===== src/sv/sds_pkg.sv =====
`default_nettype none

package sds_pkg;

	// Delimiter sizing
	localparam int MAX_DELIM  = 8;
	localparam int LEN_W      = $clog2(MAX_DELIM + 1);
	localparam int HOLD_DEPTH = MAX_DELIM - 1;
	localparam int FILL_W     = $clog2(MAX_DELIM);
	localparam int DELIM_REG_BYTES = 8;
	localparam int DELIM_REG_W     = 8 * DELIM_REG_BYTES;

	// Configuration port
	localparam int CFG_IDX_W  = 1;
	localparam int CFG_DATA_W = DELIM_REG_W;
	localparam logic [CFG_IDX_W-1:0] CFG_DELIM_LENGTH = 1'd0;
	localparam logic [CFG_IDX_W-1:0] CFG_DELIM_BYTES  = 1'd1;
	localparam logic [LEN_W-1:0]       DELIM_LENGTH_RST = LEN_W'(2);
	localparam logic [DELIM_REG_W-1:0] DELIM_BYTES_RST  = DELIM_REG_W'(64'h0A0D);

	// Input commands
	localparam logic [1:0] CMD_DATA = 2'd0;
	localparam logic [1:0] CMD_EOS  = 2'd1;
	localparam logic [1:0] CMD_ERR  = 2'd2;

	// Result status codes
	localparam logic [1:0] ST_DATA  = 2'd0;
	localparam logic [1:0] ST_DELIM = 2'd1;
	localparam logic [1:0] ST_EOS   = 2'd2;
	localparam logic [1:0] ST_ERR   = 2'd3;

	// Queue between front and back
	localparam int QUEUE_DEPTH = 4;
	localparam int QPTR_W      = $clog2(QUEUE_DEPTH);
	localparam int QCNT_W      = $clog2(QUEUE_DEPTH + 1);

	typedef struct packed {
		logic [1:0] cmd;
		logic [7:0] in_byte;
	} in_item_t;

	typedef struct packed {
		logic [7:0] out_byte;
		logic [1:0] out_status;
		logic       out_last;
	} out_item_t;

	// Item class decided in the front
	typedef enum logic [1:0] {
		KIND_DATA,
		KIND_EOS,
		KIND_ERR
	} kind_t;

	typedef struct packed {
		kind_t      kind;
		logic [7:0] data;
	} q_entry_t;

endpackage

`default_nettype wire


===== src/sv/sds_front.sv =====
`default_nettype none

// Input register; classifies each item before it goes into the queue.
module sds_front (
	input  wire logic              clk,
	input  wire logic              arst_n,
	input  wire logic              in_valid,
	output logic                   in_stall,
	input  wire sds_pkg::in_item_t in_item,
	output logic                   push,
	output sds_pkg::q_entry_t      push_entry,
	input  wire logic              q_full
);

	logic              valid_s1;
	sds_pkg::q_entry_t entry_s1;
	sds_pkg::kind_t    kind;
	logic              load;

	// Unused command code counts as a read error
	always_comb begin
		if (in_item.cmd == sds_pkg::CMD_DATA) begin
			kind = sds_pkg::KIND_DATA;
		end else if (in_item.cmd == sds_pkg::CMD_EOS) begin
			kind = sds_pkg::KIND_EOS;
		end else begin
			kind = sds_pkg::KIND_ERR;
		end
	end

	assign push       = valid_s1 && !q_full;
	assign in_stall   = valid_s1 && q_full;
	assign load       = in_valid && !in_stall;
	assign push_entry = entry_s1;

	always_ff @(posedge clk or negedge arst_n) begin
		if (!arst_n) begin
			valid_s1 <= 1'b0;
		end else if (load) begin
			valid_s1 <= 1'b1;
		end else if (push) begin
			valid_s1 <= 1'b0;
		end
	end

	always_ff @(posedge clk) begin
		if (load) begin
			entry_s1.kind <= kind;
			entry_s1.data <= in_item.in_byte;
		end
	end

	// Stage holds while the queue is full
	a_hold_when_full: assert property (@(posedge clk) disable iff (!arst_n)
		valid_s1 && q_full |=> valid_s1 && $stable(entry_s1))
		else $error("front stage lost an item while queue full");
	a_no_push_empty: assert property (@(posedge clk) disable iff (!arst_n)
		push |-> valid_s1)
		else $error("push without a held item");
	a_stall_means_busy: assert property (@(posedge clk) disable iff (!arst_n)
		in_stall |-> valid_s1 && !push)
		else $error("stall while able to move");

endmodule

`default_nettype wire


===== src/sv/sds_queue.sv =====
`default_nettype none

// Small queue decoupling the front from the back.
module sds_queue (
	input  wire logic              clk,
	input  wire logic              arst_n,
	input  wire logic              push,
	input  wire sds_pkg::q_entry_t push_entry,
	output logic                   full,
	input  wire logic              pop,
	output logic                   not_empty,
	output sds_pkg::q_entry_t      head
);

	sds_pkg::q_entry_t                mem_q [sds_pkg::QUEUE_DEPTH];
	logic [sds_pkg::QPTR_W-1:0]       wr_ptr_q;
	logic [sds_pkg::QPTR_W-1:0]       rd_ptr_q;
	logic [sds_pkg::QCNT_W-1:0]       count_q;

	assign full      = (count_q == sds_pkg::QCNT_W'(sds_pkg::QUEUE_DEPTH));
	assign not_empty = (count_q != '0);
	assign head      = mem_q[rd_ptr_q];

	// Pointers and occupancy
	always_ff @(posedge clk or negedge arst_n) begin
		if (!arst_n) begin
			wr_ptr_q <= '0;
			rd_ptr_q <= '0;
			count_q  <= '0;
		end else begin
			if (push) begin
				wr_ptr_q <= wr_ptr_q + 1'b1;
			end
			if (pop) begin
				rd_ptr_q <= rd_ptr_q + 1'b1;
			end
			if (push && !pop) begin
				count_q <= count_q + 1'b1;
			end else if (pop && !push) begin
				count_q <= count_q - 1'b1;
			end
		end
	end

	always_ff @(posedge clk) begin
		if (push) begin
			mem_q[wr_ptr_q] <= push_entry;
		end
	end

	a_no_overflow: assert property (@(posedge clk) disable iff (!arst_n)
		push |-> !full)
		else $error("queue push while full");
	a_no_underflow: assert property (@(posedge clk) disable iff (!arst_n)
		pop |-> not_empty)
		else $error("queue pop while empty");
	a_count_range: assert property (@(posedge clk) disable iff (!arst_n)
		count_q <= sds_pkg::QCNT_W'(sds_pkg::QUEUE_DEPTH))
		else $error("queue count out of range");

endmodule

`default_nettype wire


===== src/sv/sds_back.sv =====
`default_nettype none

// Delimiter matcher, holdback line and output register.
module sds_back (
	input  wire logic                            clk,
	input  wire logic                            arst_n,
	input  wire logic                            cfg_we,
	input  wire logic [sds_pkg::CFG_IDX_W-1:0]   cfg_index,
	input  wire logic [sds_pkg::CFG_DATA_W-1:0]  cfg_data,
	input  wire logic                            q_not_empty,
	input  wire sds_pkg::q_entry_t               q_head,
	output logic                                 pop,
	output logic                                 out_valid,
	input  wire logic                            out_stall,
	output sds_pkg::out_item_t                   out_item
);

	logic [sds_pkg::LEN_W-1:0]       delim_length_q;
	logic [sds_pkg::DELIM_REG_W-1:0] delim_bytes_q;
	logic [sds_pkg::MAX_DELIM-1:0]   match_q;
	logic [7:0]                      hold_line_q [sds_pkg::HOLD_DEPTH];
	logic [sds_pkg::FILL_W-1:0]      fill_q;
	logic                            out_valid_q;
	sds_pkg::out_item_t              out_item_q;

	logic [sds_pkg::LEN_W-1:0]       len_eff;
	logic [sds_pkg::LEN_W-1:0]       hold_m;
	logic [sds_pkg::FILL_W-1:0]      hold;
	logic [sds_pkg::MAX_DELIM-1:0]   eq;
	logic [sds_pkg::MAX_DELIM-1:0]   adv;
	logic [sds_pkg::MAX_DELIM-1:0]   match_nxt;
	logic                            done;
	logic                            advance;
	logic                            is_data;
	logic                            clear;
	logic                            has_result;
	sds_pkg::out_item_t              result;

	// Effective length: zero counts as one, saturate at the maximum
	always_comb begin
		if (delim_length_q == '0) begin
			len_eff = sds_pkg::LEN_W'(1);
		end else if (delim_length_q > sds_pkg::LEN_W'(sds_pkg::MAX_DELIM)) begin
			len_eff = sds_pkg::LEN_W'(sds_pkg::MAX_DELIM);
		end else begin
			len_eff = delim_length_q;
		end
	end
	assign hold_m = len_eff - sds_pkg::LEN_W'(1);
	assign hold   = hold_m[sds_pkg::FILL_W-1:0];

	// Shift-and match update; positions past the register read as zero
	always_comb begin
		for (int i = 0; i < sds_pkg::MAX_DELIM; i++) begin
			if (i < sds_pkg::DELIM_REG_BYTES) begin
				eq[i] = (q_head.data == delim_bytes_q[8*i +: 8]);
			end else begin
				eq[i] = (q_head.data == 8'd0);
			end
		end
		adv[0] = eq[0];
		for (int i = 1; i < sds_pkg::MAX_DELIM; i++) begin
			adv[i] = match_q[i-1] && eq[i];
		end
		for (int i = 0; i < sds_pkg::MAX_DELIM; i++) begin
			match_nxt[i] = adv[i] && (sds_pkg::LEN_W'(i) < len_eff);
		end
	end
	assign done = adv[hold];

	assign advance = !out_valid_q || !out_stall;
	assign pop     = q_not_empty && advance;
	assign is_data = (q_head.kind == sds_pkg::KIND_DATA);
	assign clear   = pop && (!is_data || done);

	// Result selection for the item at the queue head
	always_comb begin
		result     = '0;
		has_result = 1'b0;
		unique case (q_head.kind)
			sds_pkg::KIND_DATA: begin
				if (done) begin
					has_result        = 1'b1;
					result.out_status = sds_pkg::ST_DELIM;
					result.out_last   = 1'b1;
				end else if (hold == '0) begin
					has_result        = 1'b1;
					result.out_byte   = q_head.data;
					result.out_status = sds_pkg::ST_DATA;
				end else if (fill_q >= hold) begin
					has_result        = 1'b1;
					result.out_byte   = hold_line_q[0];
					result.out_status = sds_pkg::ST_DATA;
				end
			end
			sds_pkg::KIND_EOS: begin
				has_result        = 1'b1;
				result.out_status = sds_pkg::ST_EOS;
				result.out_last   = 1'b1;
			end
			sds_pkg::KIND_ERR: begin
				has_result        = 1'b1;
				result.out_status = sds_pkg::ST_ERR;
				result.out_last   = 1'b1;
			end
			default: begin
				has_result        = 1'b1;
				result.out_status = sds_pkg::ST_ERR;
				result.out_last   = 1'b1;
			end
		endcase
	end

	// Configuration registers and record state
	always_ff @(posedge clk or negedge arst_n) begin
		if (!arst_n) begin
			delim_length_q <= sds_pkg::DELIM_LENGTH_RST;
			delim_bytes_q  <= sds_pkg::DELIM_BYTES_RST;
			match_q        <= '0;
			fill_q         <= '0;
		end else if (cfg_we) begin
			unique case (cfg_index)
				sds_pkg::CFG_DELIM_LENGTH: begin
					delim_length_q <= cfg_data[sds_pkg::LEN_W-1:0];
				end
				sds_pkg::CFG_DELIM_BYTES: begin
					delim_bytes_q <= cfg_data[sds_pkg::DELIM_REG_W-1:0];
				end
				default: begin
				end
			endcase
			match_q <= '0;
			fill_q  <= '0;
		end else if (clear) begin
			match_q <= '0;
			fill_q  <= '0;
		end else if (pop) begin
			match_q <= match_nxt;
			if (hold != '0 && fill_q < hold) begin
				fill_q <= fill_q + 1'b1;
			end
		end
	end

	// Holdback line: fill at the count, then shift with the new byte at the end
	always_ff @(posedge clk) begin
		if (pop && is_data && !done && hold != '0) begin
			for (int i = 0; i < sds_pkg::HOLD_DEPTH; i++) begin
				if (fill_q < hold) begin
					if (sds_pkg::FILL_W'(i) == fill_q) begin
						hold_line_q[i] <= q_head.data;
					end
				end else if (sds_pkg::FILL_W'(i) == hold - 1'b1) begin
					hold_line_q[i] <= q_head.data;
				end else if (sds_pkg::FILL_W'(i) < hold - 1'b1) begin
					hold_line_q[i] <= hold_line_q[(i + 1) % sds_pkg::HOLD_DEPTH];
				end
			end
		end
	end

	// Output register
	always_ff @(posedge clk or negedge arst_n) begin
		if (!arst_n) begin
			out_valid_q <= 1'b0;
		end else if (advance) begin
			out_valid_q <= pop && has_result;
		end
	end

	always_ff @(posedge clk) begin
		if (pop && has_result) begin
			out_item_q <= result;
		end
	end

	assign out_valid = out_valid_q;
	assign out_item  = out_item_q;

	a_fill_bound: assert property (@(posedge clk) disable iff (!arst_n)
		fill_q <= hold)
		else $error("holdback fill exceeds delimiter length");
	a_cfg_clears: assert property (@(posedge clk) disable iff (!arst_n)
		cfg_we |=> fill_q == '0 && match_q == '0)
		else $error("configuration write did not clear the record");
	a_end_is_last: assert property (@(posedge clk) disable iff (!arst_n)
		out_valid_q && out_item_q.out_status != sds_pkg::ST_DATA |-> out_item_q.out_last)
		else $error("record end without last");
	a_no_overwrite: assert property (@(posedge clk) disable iff (!arst_n)
		pop |-> !(out_valid_q && out_stall))
		else $error("queue pop while result is stalled");

endmodule

`default_nettype wire


===== src/sv/stream_delimiter_splitter.sv =====
`default_nettype none

// Splits a byte stream into records ended by a delimiter of 1 to 8 bytes (reset: CR LF).
// One item is taken per cycle while in_stall is low; a result reaches the output through
// the input register, the four-entry queue and the output register.
// Data bytes come out delayed by length-1 bytes, since the last length-1 bytes of a record
// sit in the holdback line until they are known not to begin the delimiter; the delimiter
// itself is never passed on. A completed delimiter, end of stream or read error each produce
// one result with out_last set and start a fresh record. Write the configuration only
// while the block is idle; a write also drops any held bytes.
module stream_delimiter_splitter (
	input  wire logic                           clk,
	input  wire logic                           arst_n,
	input  wire logic                           in_valid,
	output logic                                in_stall,
	input  wire sds_pkg::in_item_t              in_item,
	output logic                                out_valid,
	input  wire logic                           out_stall,
	output sds_pkg::out_item_t                  out_item,
	input  wire logic                           cfg_we,
	input  wire logic [sds_pkg::CFG_IDX_W-1:0]  cfg_index,
	input  wire logic [sds_pkg::CFG_DATA_W-1:0] cfg_data
);

	logic              push;
	sds_pkg::q_entry_t push_entry;
	logic              q_full;
	logic              pop;
	logic              q_not_empty;
	sds_pkg::q_entry_t q_head;

	sds_front u_front (
		.clk        (clk),
		.arst_n     (arst_n),
		.in_valid   (in_valid),
		.in_stall   (in_stall),
		.in_item    (in_item),
		.push       (push),
		.push_entry (push_entry),
		.q_full     (q_full)
	);

	sds_queue u_queue (
		.clk        (clk),
		.arst_n     (arst_n),
		.push       (push),
		.push_entry (push_entry),
		.full       (q_full),
		.pop        (pop),
		.not_empty  (q_not_empty),
		.head       (q_head)
	);

	sds_back u_back (
		.clk         (clk),
		.arst_n      (arst_n),
		.cfg_we      (cfg_we),
		.cfg_index   (cfg_index),
		.cfg_data    (cfg_data),
		.q_not_empty (q_not_empty),
		.q_head      (q_head),
		.pop         (pop),
		.out_valid   (out_valid),
		.out_stall   (out_stall),
		.out_item    (out_item)
	);

endmodule

`default_nettype wire

===== config.mk =====
export PLATFORM = sky130hd
export DESIGN_NAME = stream_delimiter_splitter
export DESIGN_NICKNAME = d
export VERILOG_FILES = /design/src/sv/sds_pkg.sv /design/src/sv/sds_front.sv /design/src/sv/sds_queue.sv /design/src/sv/sds_back.sv /design/src/sv/stream_delimiter_splitter.sv
export SDC_FILE = /design/constraint.sdc
export NUM_CORES = 1
export LEC_CHECK = 0
export ABC_AREA = 1
export BUFFER_PORTS_ARGS = -buffer_cell sky130_fd_sc_hd__buf_4
export CAP_MARGIN = 5
export CORE_MARGIN = 5
export CORE_UTILIZATION = 54
export DETAILED_ROUTE_END_ITERATION = 10
export GPL_TIMING_DRIVEN = 0
export PLACE_DENSITY = 0.86
export RECOVER_POWER = 50
export SKIP_LAST_GASP = 1
export SYNTH_ARGS = -nofsm -noshare
export SYNTH_HDL_FRONTEND = slang
export SYNTH_SLANG_ARGS = --single-unit

===== constraint.sdc =====
create_clock -name clk -period 4.19 [get_ports clk]
set_input_delay 0.838 -clock clk [delete_from_list [all_inputs] [get_ports clk]]
set_output_delay 0.838 -clock clk [all_outputs]
set_load 0.05 [all_outputs]

==> impl_metrics.py, run 1 <==
metrics = {
    "logic_synthesis": {
        "synth_xor_area_share_pct": 1.384,
        "syn_inst": 1040,
        "avgSynthCellArea_sq_um": 9.735,
        "synth_compound_area_share_pct": 5.153,
        "synth-adder-area-share_pct": 2.422,
        "synth_most_common_cell": "nand2_1",
        "synth_cell_type_count": 43,
        "yosysTopAreaCellShare_pct": 34.70,
        "syn-cell-area_sq_mm": 0.01012,
        "yosys.area.top_type": "edfxtp_1",
        "yosysSeqAreaShare_pct": 56.28,
        "synthFlopType": "edfxtp_1",
        "synth-async-reset-ratio_pct": 42.65,
        "syn_nets": 1139,
        "ys_warn_count": 0,
        "synth-edff-count": 117,
        "synth-simple-area-share_pct": 24.96,
        "synth_mux_area_share_pct": 5.116,
        "synthTopCellsByCount": "nand2_1 (357), edfxtp_1 (117), dfrtp_1 (81)",
        "synth_top_family_by_area": "simple AND/OR/NAND/NOR gates",
        "synth_seq_cells": 204,
        "synth.area.top_cells": "edfxtp_1 (35%), dfrtp_1 (20%), nand2_1 (13%)",
    },
    "power_and_ir_drop": {
        "powerDensity_mw_per_mm2": 696.0,
        "leakage_uw": 0.005290,
        "peakVddDrop_v": 0.0006102,
    },
    "routing": {
        "drtIter0Drc": 751,
        "routed_wl_um": 26410,
        "wire_per_inst_um": 18.77,
        "drc": 0,
        "antenna_left": 0,
        "vias_per_cell": 5.677,
        "firstDrtPassIters": 5,
        "vias": 7987,
    },
    "final_layout": {
        "nFillCells": 1433,
        "area_growth_pct": 17.12,
        "drive_above_1_share_pct": 20.72,
        "diodes": 0,
        "seq_area_sq_mm": 0.005698,
        "nets": 1256,
        "multi_input_area_sq_mm": 0.004043,
    },
    "clock_tree": {
        "clkSinkCount": 204,
        "clk_latency_ns": 0.51,
        "cts_buffer_depth": 3,
        "cts-htree-levels": 1,
        "holdBufCountCts": 0,
        "cts_buffers": 22,
        "cts_tree": "yes",
        "clk_pin_slew_worst_paths_ns": 0.06,
        "root_buffer": "clkbuf_16",
    },
    "timing": {
        "drv_slew": 88,
        "setup_violations": 0,
        "fin_crit_ns": 3.909,
        "fin_crit_sh_pct": 93.30,
        "skew_ns": 0.01631,
        "worst_pin_slew_ns": 2.127,
        "max_slew_margin_pct": -41.79,
        "hold_slack_ns": 0.4907,
        "tns_ns": 0,
        "grt_setup_unrepaired": "no",
        "max_freq_mhz": 255.8,
        "hold_viol_final": 0,
    },
    "grt": {
        "grt_pass1_wl_um": 41770,
        "gr-total-overflow": 0,
        "grt_max_degree": 88,
        "antenna_found_initial": 0,
        "grt_usage_pct": 24.27,
        "grt_pass1_vias": 7994,
    },
    "worst_setup_path": {
        "reg2reg_depth": 16,
        "critPathKind": "register to register",
        "endpoint_kind": "register",
        "critPathArrivalTime_ns": 4.08,
        "path_max_fanout": 9,
        "required_ns": 4.36,
        "startpoint_type": "register",
    },
    "floorplan": {
        "die_height_um": 146.9,
        "dieArea_sq_mm": 0.02159,
        "core_sq_mm": 0.01858,
        "top_level_ports": 93,
        "start_util_pct": 54.49,
        "rows": 50,
        "die_w_um": 146.9,
    },
    "worst_hold_path": {
        "whs_path_depth": 2,
        "hp-class": "register to register",
    },
    "outcome": {
        "failed_checks": "capacitance limit, slew limit",
        "status": "complete, but fails checks",
    },
    "placed_design": {
        "gp_congestion": 0.9320,
        "numPortBuffers": 92,
        "hpwlAfterDp_um": 18840,
    },
    "job": {
        "maxCapViolations": 1,
    },
}
==> state kept, by name (all words and copies together), names as in the netlist, 4 cells and up <==
name                   count
u_queue.mem_q             40
u_back.delim_length_q      4
u_back.match_q             7
u_back.hold_line_q        56
u_back.out_item           11
u_front.push_entry        10
u_back.delim_bytes_q      64
==> timing repair <==
item	CTS	global route
endpoints found under the setup margin	48	83
gates resized for setup	8	10
setup buffers	1	0
pin swaps	1	1
==> metrics by stage <==
stage | std cells | setup WS [ns] | power, uW | cell area, sq um | util [%]
CTS | 1407 | 0.04814 | 8194 | 11830 | 63.64
global placement | 1366 | -0.5457 | 6237 | 11110 | 59.78
global route | 1407 | 0.006531 | 8728 | 11860 | 63.82
detailed placement | 1366 | -0.5643 | 6380 | 11110 | 59.78
finish | 1407 | 0.2807 | 8253 | 11860 | 63.82
floorplan | 1040 | 0.2608 | 5325 | 10120 | -
==> power breakdown <==
part	total [uW]	internal [uW]	switching, uW
Sequential	2900	2690	209
Combinational	3580	1070	2510
Clock	1770	1010	761
Total	8250	4770	3480
==> per-layer routing <==
metal / up-vias / routed length (um) / part of all wire [%] / global-route usage, %
met5: - / 0 / 0 / 0
met4: 0 / 1107 / 4.2 / 9.320
met3: 96 / 2254 / 8.5 / 4.380
met2: 404 / 12560 / 48 / 40.24
met1: 3791 / 10490 / 40 / 32.05
li1: 3696 / - / - / -
==> final cells by class <==
cell class                      instances  share of cell area [%]
Buffer                                 26                   1.330
Clock buffer                           34                   5.192
Clock inverter                          6                  0.3166
Inverter                               84                   2.670
Multi-Input combinational cell        726                   34.09
Sequential cell                       204                   48.05
Tap cell                              234                   2.469
Timing Repair Buffer                   93                   5.877
==> worst max-delay path, stage by stage (launching register included) <==
cell and delay [ns]:
dfrtp_1 0.47, nor2_4 0.16, nand2_1 0.12, nand2_2 0.14
inv_1 0.13, ha_1 0.25, ha_1 0.37, inv_1 0.12
ha_1 0.34, a31oi_1 0.11, nand2_2 0.17, clkinv_2 0.18
nor2_4 0.18, inv_1 0.13, nor4_4 0.20, inv_1 0.17
a31oi_4 0.34
==> layout by cell type (no fill, tap or decap), types with 3 or more instances in the layout <==
cell type / instances
buf_6: 4
nand4_1: 4
a21oi_1: 29
clkbuf_4: 10
mux2_2: 46
inv_1: 77
clkbuf_16: 22
clkbuf_1: 24
nor2_4: 3
a31oi_1: 4
dfstp_2: 6
xnor2_1: 4
edfxtp_1: 117
a211oi_2: 8
o21ai_1: 5
nand3_2: 11
nor3_1: 6
buf_4: 85
nor2_1: 74
nand2_1: 354
ha_1: 18
a21boi_0: 3
clkinv_1: 5
nand3b_1: 26
xor2_1: 12
nor2_2: 4
nand3_1: 51
nand2_2: 9
dfrtp_1: 81
clkinv_2: 3
inv_2: 4
o31ai_1: 3
nor2_8: 3
nand4_2: 7
o21ai_0: 24
buf_2: 3
==> worst paths after layout <==
kind | from | to | slack (ns)
setup / recovery | u_back.delim_length_q[3]$_DFFE_PN0P_ | u_back.hold_line_q[1][12]$_DFFE_PP_ | 0.28
hold / removal | u_back.delim_length_q[0]$_DFFE_PN0P_ | u_back.delim_length_q[0]$_DFFE_PN0P_ | 0.49
max in group asynchronous | arst_n | u_back.fill_q[2]$_DFFE_PN0P_ | 1.99
min in group asynchronous | arst_n | u_back.delim_bytes_q[51]$_DFFE_PN0P_ | 0.96
hold reg to reg | u_back.delim_length_q[0]$_DFFE_PN0P_ | u_back.delim_length_q[0]$_DFFE_PN0P_ | 0.49
setup reg to reg | u_back.delim_length_q[3]$_DFFE_PN0P_ | u_back.hold_line_q[1][12]$_DFFE_PP_ | 0.28
==> kinds of logic after synthesis <==
kind of cell,after synthesis
simple gates,560
flops,204
buf+inv,110
compound gates,85
mux,46
fa+ha+maj,19
xor+xnor,16
No activity file was read; power rests on OpenSTA's default activity.
==> run 2, diff against run 1 <==
- RECOVER_POWER: 50 -> 25
==> run 2 against run 1 <==
Effect of this change:
- the flow still finishes with violations (capacitance limit, slew limit)
- count of clock-buffer cells in the layout unchanged
- power about the same
- critical path depth did not move
- largest cell class unchanged
- largest power group unchanged
- highest routed layer unchanged
==> impl_metrics.py, run 2 (synthesis gave the netlist of run 1 again) <==
metrics = {
    "outcome": {
        "status": "complete, but fails checks",
        "failed_checks": "capacitance limit, slew limit",
    },
    "power_and_ir_drop": {
        "switching_share_pct": 42.09,
        "pwr-share-clk_pct": 21.5,
        "pwr-share-seq_pct": 35.1,
        "p_int_uw": 4782,
        "leakage_uw": 0.005300,
        "powerDensity_mw_per_mm2": 695.8,
        "peakVddDrop_v": 0.0006101,
        "comb_power_share_pct": 43.4,
        "switchingPower_uw": 3475,
    },
    "worst_hold_path": {
        "whs_path_depth": 2,
        "hp-class": "register to register",
        "min_to": "u_back.delim_length_q[0]$_DFFE_PN0P_",
        "worstHoldStart": "u_back.delim_length_q[0]$_DFFE_PN0P_",
    },
    "worst_setup_path": {
        "reg2reg_depth": 16,
        "startpoint_type": "register",
        "timing.rr.start": "u_back.delim_length_q[3]$_DFFE_PN0P_",
        "endpoint_kind": "register",
        "timing.rr.end": "u_back.hold_line_q[1][12]$_DFFE_PP_",
        "required_ns": 4.36,
        "critPathArrivalTime_ns": 4.08,
        "path_max_fanout": 9,
        "r2r_slack_ns": 0.28,
        "critPathKind": "register to register",
    },
    "final_layout": {
        "largestRegisters": "u_back.delim_bytes_q x64, u_back.hold_line_q x56, u_queue.mem_q x40",
        "fin_area_sq_mm": 0.01187,
        "drive_above_1_share_pct": 20.97,
        "finish.utilization_pct": 63.87,
        "area_growth_pct": 17.20,
        "largest_register_ffs": 64,
        "nets": 1256,
        "final_common_cell": "nand2_1",
        "diodes": 0,
        "finalNonFillerCells": 1407,
        "top_register": "u_back.delim_bytes_q",
        "final_cell_mix": "nand2_1 (354), edfxtp_1 (117), buf_4 (87), dfrtp_1 (81), inv_1 (77)",
    },
    "placed_design": {
        "gp_congestion": 0.9320,
        "dp_cells": 1366,
        "numPortBuffers": 92,
        "dpl_worst_slack_ns": -0.5643,
        "hpwlAfterDp_um": 18840,
        "place_area_sq_mm": 0.01111,
    },
    "floorplan": {
        "die_w_um": 146.9,
        "dieArea_sq_mm": 0.02159,
        "top_level_ports": 93,
        "start_util_pct": 54.49,
        "core_sq_mm": 0.01858,
        "die_height_um": 146.9,
        "rows": 50,
    },
    "timing": {
        "grt_setup_unrepaired": "no",
        "setup_violations": 0,
        "fin_crit_sh_pct": 93.30,
        "max_slew_margin_pct": -41.76,
        "hold_slack_ns": 0.4907,
        "fin_crit_ns": 3.909,
        "skew_ns": 0.01713,
        "worst_pin_slew_ns": 2.126,
        "setup_ws_ns": 0.2807,
        "hold_viol_final": 0,
        "drv_slew": 88,
        "max_freq_mhz": 255.8,
    },
    "routing": {
        "routed_wl_um": 26410,
        "antenna_left": 0,
        "drtIter0Drc": 751,
        "vias_per_cell": 5.688,
        "drc": 0,
        "vias": 8003,
        "wire_per_inst_um": 18.77,
        "firstDrtPassIters": 6,
    },
    "grt": {
        "grt_max_degree": 88,
        "grt_usage_pct": 24.27,
        "gr-total-overflow": 0,
        "antenna_found_initial": 0,
        "grt_pass1_vias": 7994,
        "grt_pass1_wl_um": 41770,
    },
    "clock_tree": {
        "cts-htree-levels": 1,
        "cts_tree": "yes",
        "holdBufCountCts": 0,
        "cts_buffer_depth": 3,
        "clk_pin_slew_worst_paths_ns": 0.06,
        "root_buffer": "clkbuf_16",
        "clk_latency_ns": 0.51,
        "clkSinkCount": 204,
        "cts_buffers": 22,
    },
    "job": {
        "maxCapViolations": 1,
    },
}
[run 2: changes by cell type in the layout (fill, tap and decap cells not counted), sizes merged]
cell	delta
buf	+3
clkbuf	-3
[run 2: how the worst max path moves through the flow]
stage	endpoint	from
floorplan	u_back.hold_line_q[1][10]$_DFFE_PP_	u_back.delim_length_q[3]$_DFFE_PN0P_
global placement	u_back.hold_line_q[1][5]$_DFFE_PP_	u_back.delim_length_q[3]$_DFFE_PN0P_
detailed placement	u_back.hold_line_q[1][2]$_DFFE_PP_	u_back.delim_length_q[3]$_DFFE_PN0P_
CTS	u_back.hold_line_q[1][2]$_DFFE_PP_	u_back.delim_length_q[3]$_DFFE_PN0P_
global route	u_back.hold_line_q[1][13]$_DFFE_PP_	u_back.delim_length_q[3]$_DFFE_PN0P_
finish	u_back.hold_line_q[1][12]$_DFFE_PP_	u_back.delim_length_q[3]$_DFFE_PN0P_
[run 2: cell type report]
type	count	area, sq um
clock buffers	34	615.6
fillers	1428	6714
plain buffers	26	158.9
well taps	234	292.8
multi-input cells	726	4043
clock inverters	6	37.54
inverters	84	316.6
repair buffers	93	704.4
flip-flops and latches	204	5698
[run 2: repair_timing]
action / 4_1_cts / 5_1_grt
setup endpoints to repair: 48 / 83
gates cloned: 0 / 0
endpoints found under the hold margin: 0 / 0
pin swaps: 1 / 1
setup buffers: 1 / 0
resized for setup: 8 / 10
[run 2: critical path, cell delays in order (launching register included)]
cell and delay (ns):
dfrtp_1 0.47, nor2_4 0.16, nand2_1 0.12, nand2_2 0.14, inv_1 0.13, ha_1 0.25, ha_1 0.37, inv_1 0.12
ha_1 0.34, a31oi_1 0.11, nand2_2 0.17, clkinv_2 0.18, nor2_4 0.18, inv_1 0.13, nor4_4 0.20, inv_1 0.17
a31oi_4 0.34
[run 2: power by group through the flow]
stage                     Clock [uW]  Sequential [uW]  Combinational [uW]
final                           1770             2900                3580
after CTS                       1790             2890                3510
after global routing            1890             2930                3920
after global placement             0             2910                3330
after floorplan                    0             3040                2280
after detailed placement           0             2920                3460
[run 2: metal layers]
metal / vias to the layer above / global-route usage [%] / part of all wire, %
met1: 3787 / 32.05 / 40
met3: 107 / 4.380 / 8.7
met5: - / 0 / 0
met4: 0 / 9.320 / 4.3
met2: 415 / 40.24 / 47
li1: 3694 / - / -
[run 2: through the flow]
stage	power [uW]	TNS [ns]
after floorplan	5325	0
after global placement	6237	-11.59
after detailed placement	6380	-12.71
after CTS	8194	0
after global routing	8735	0
final	8257	0
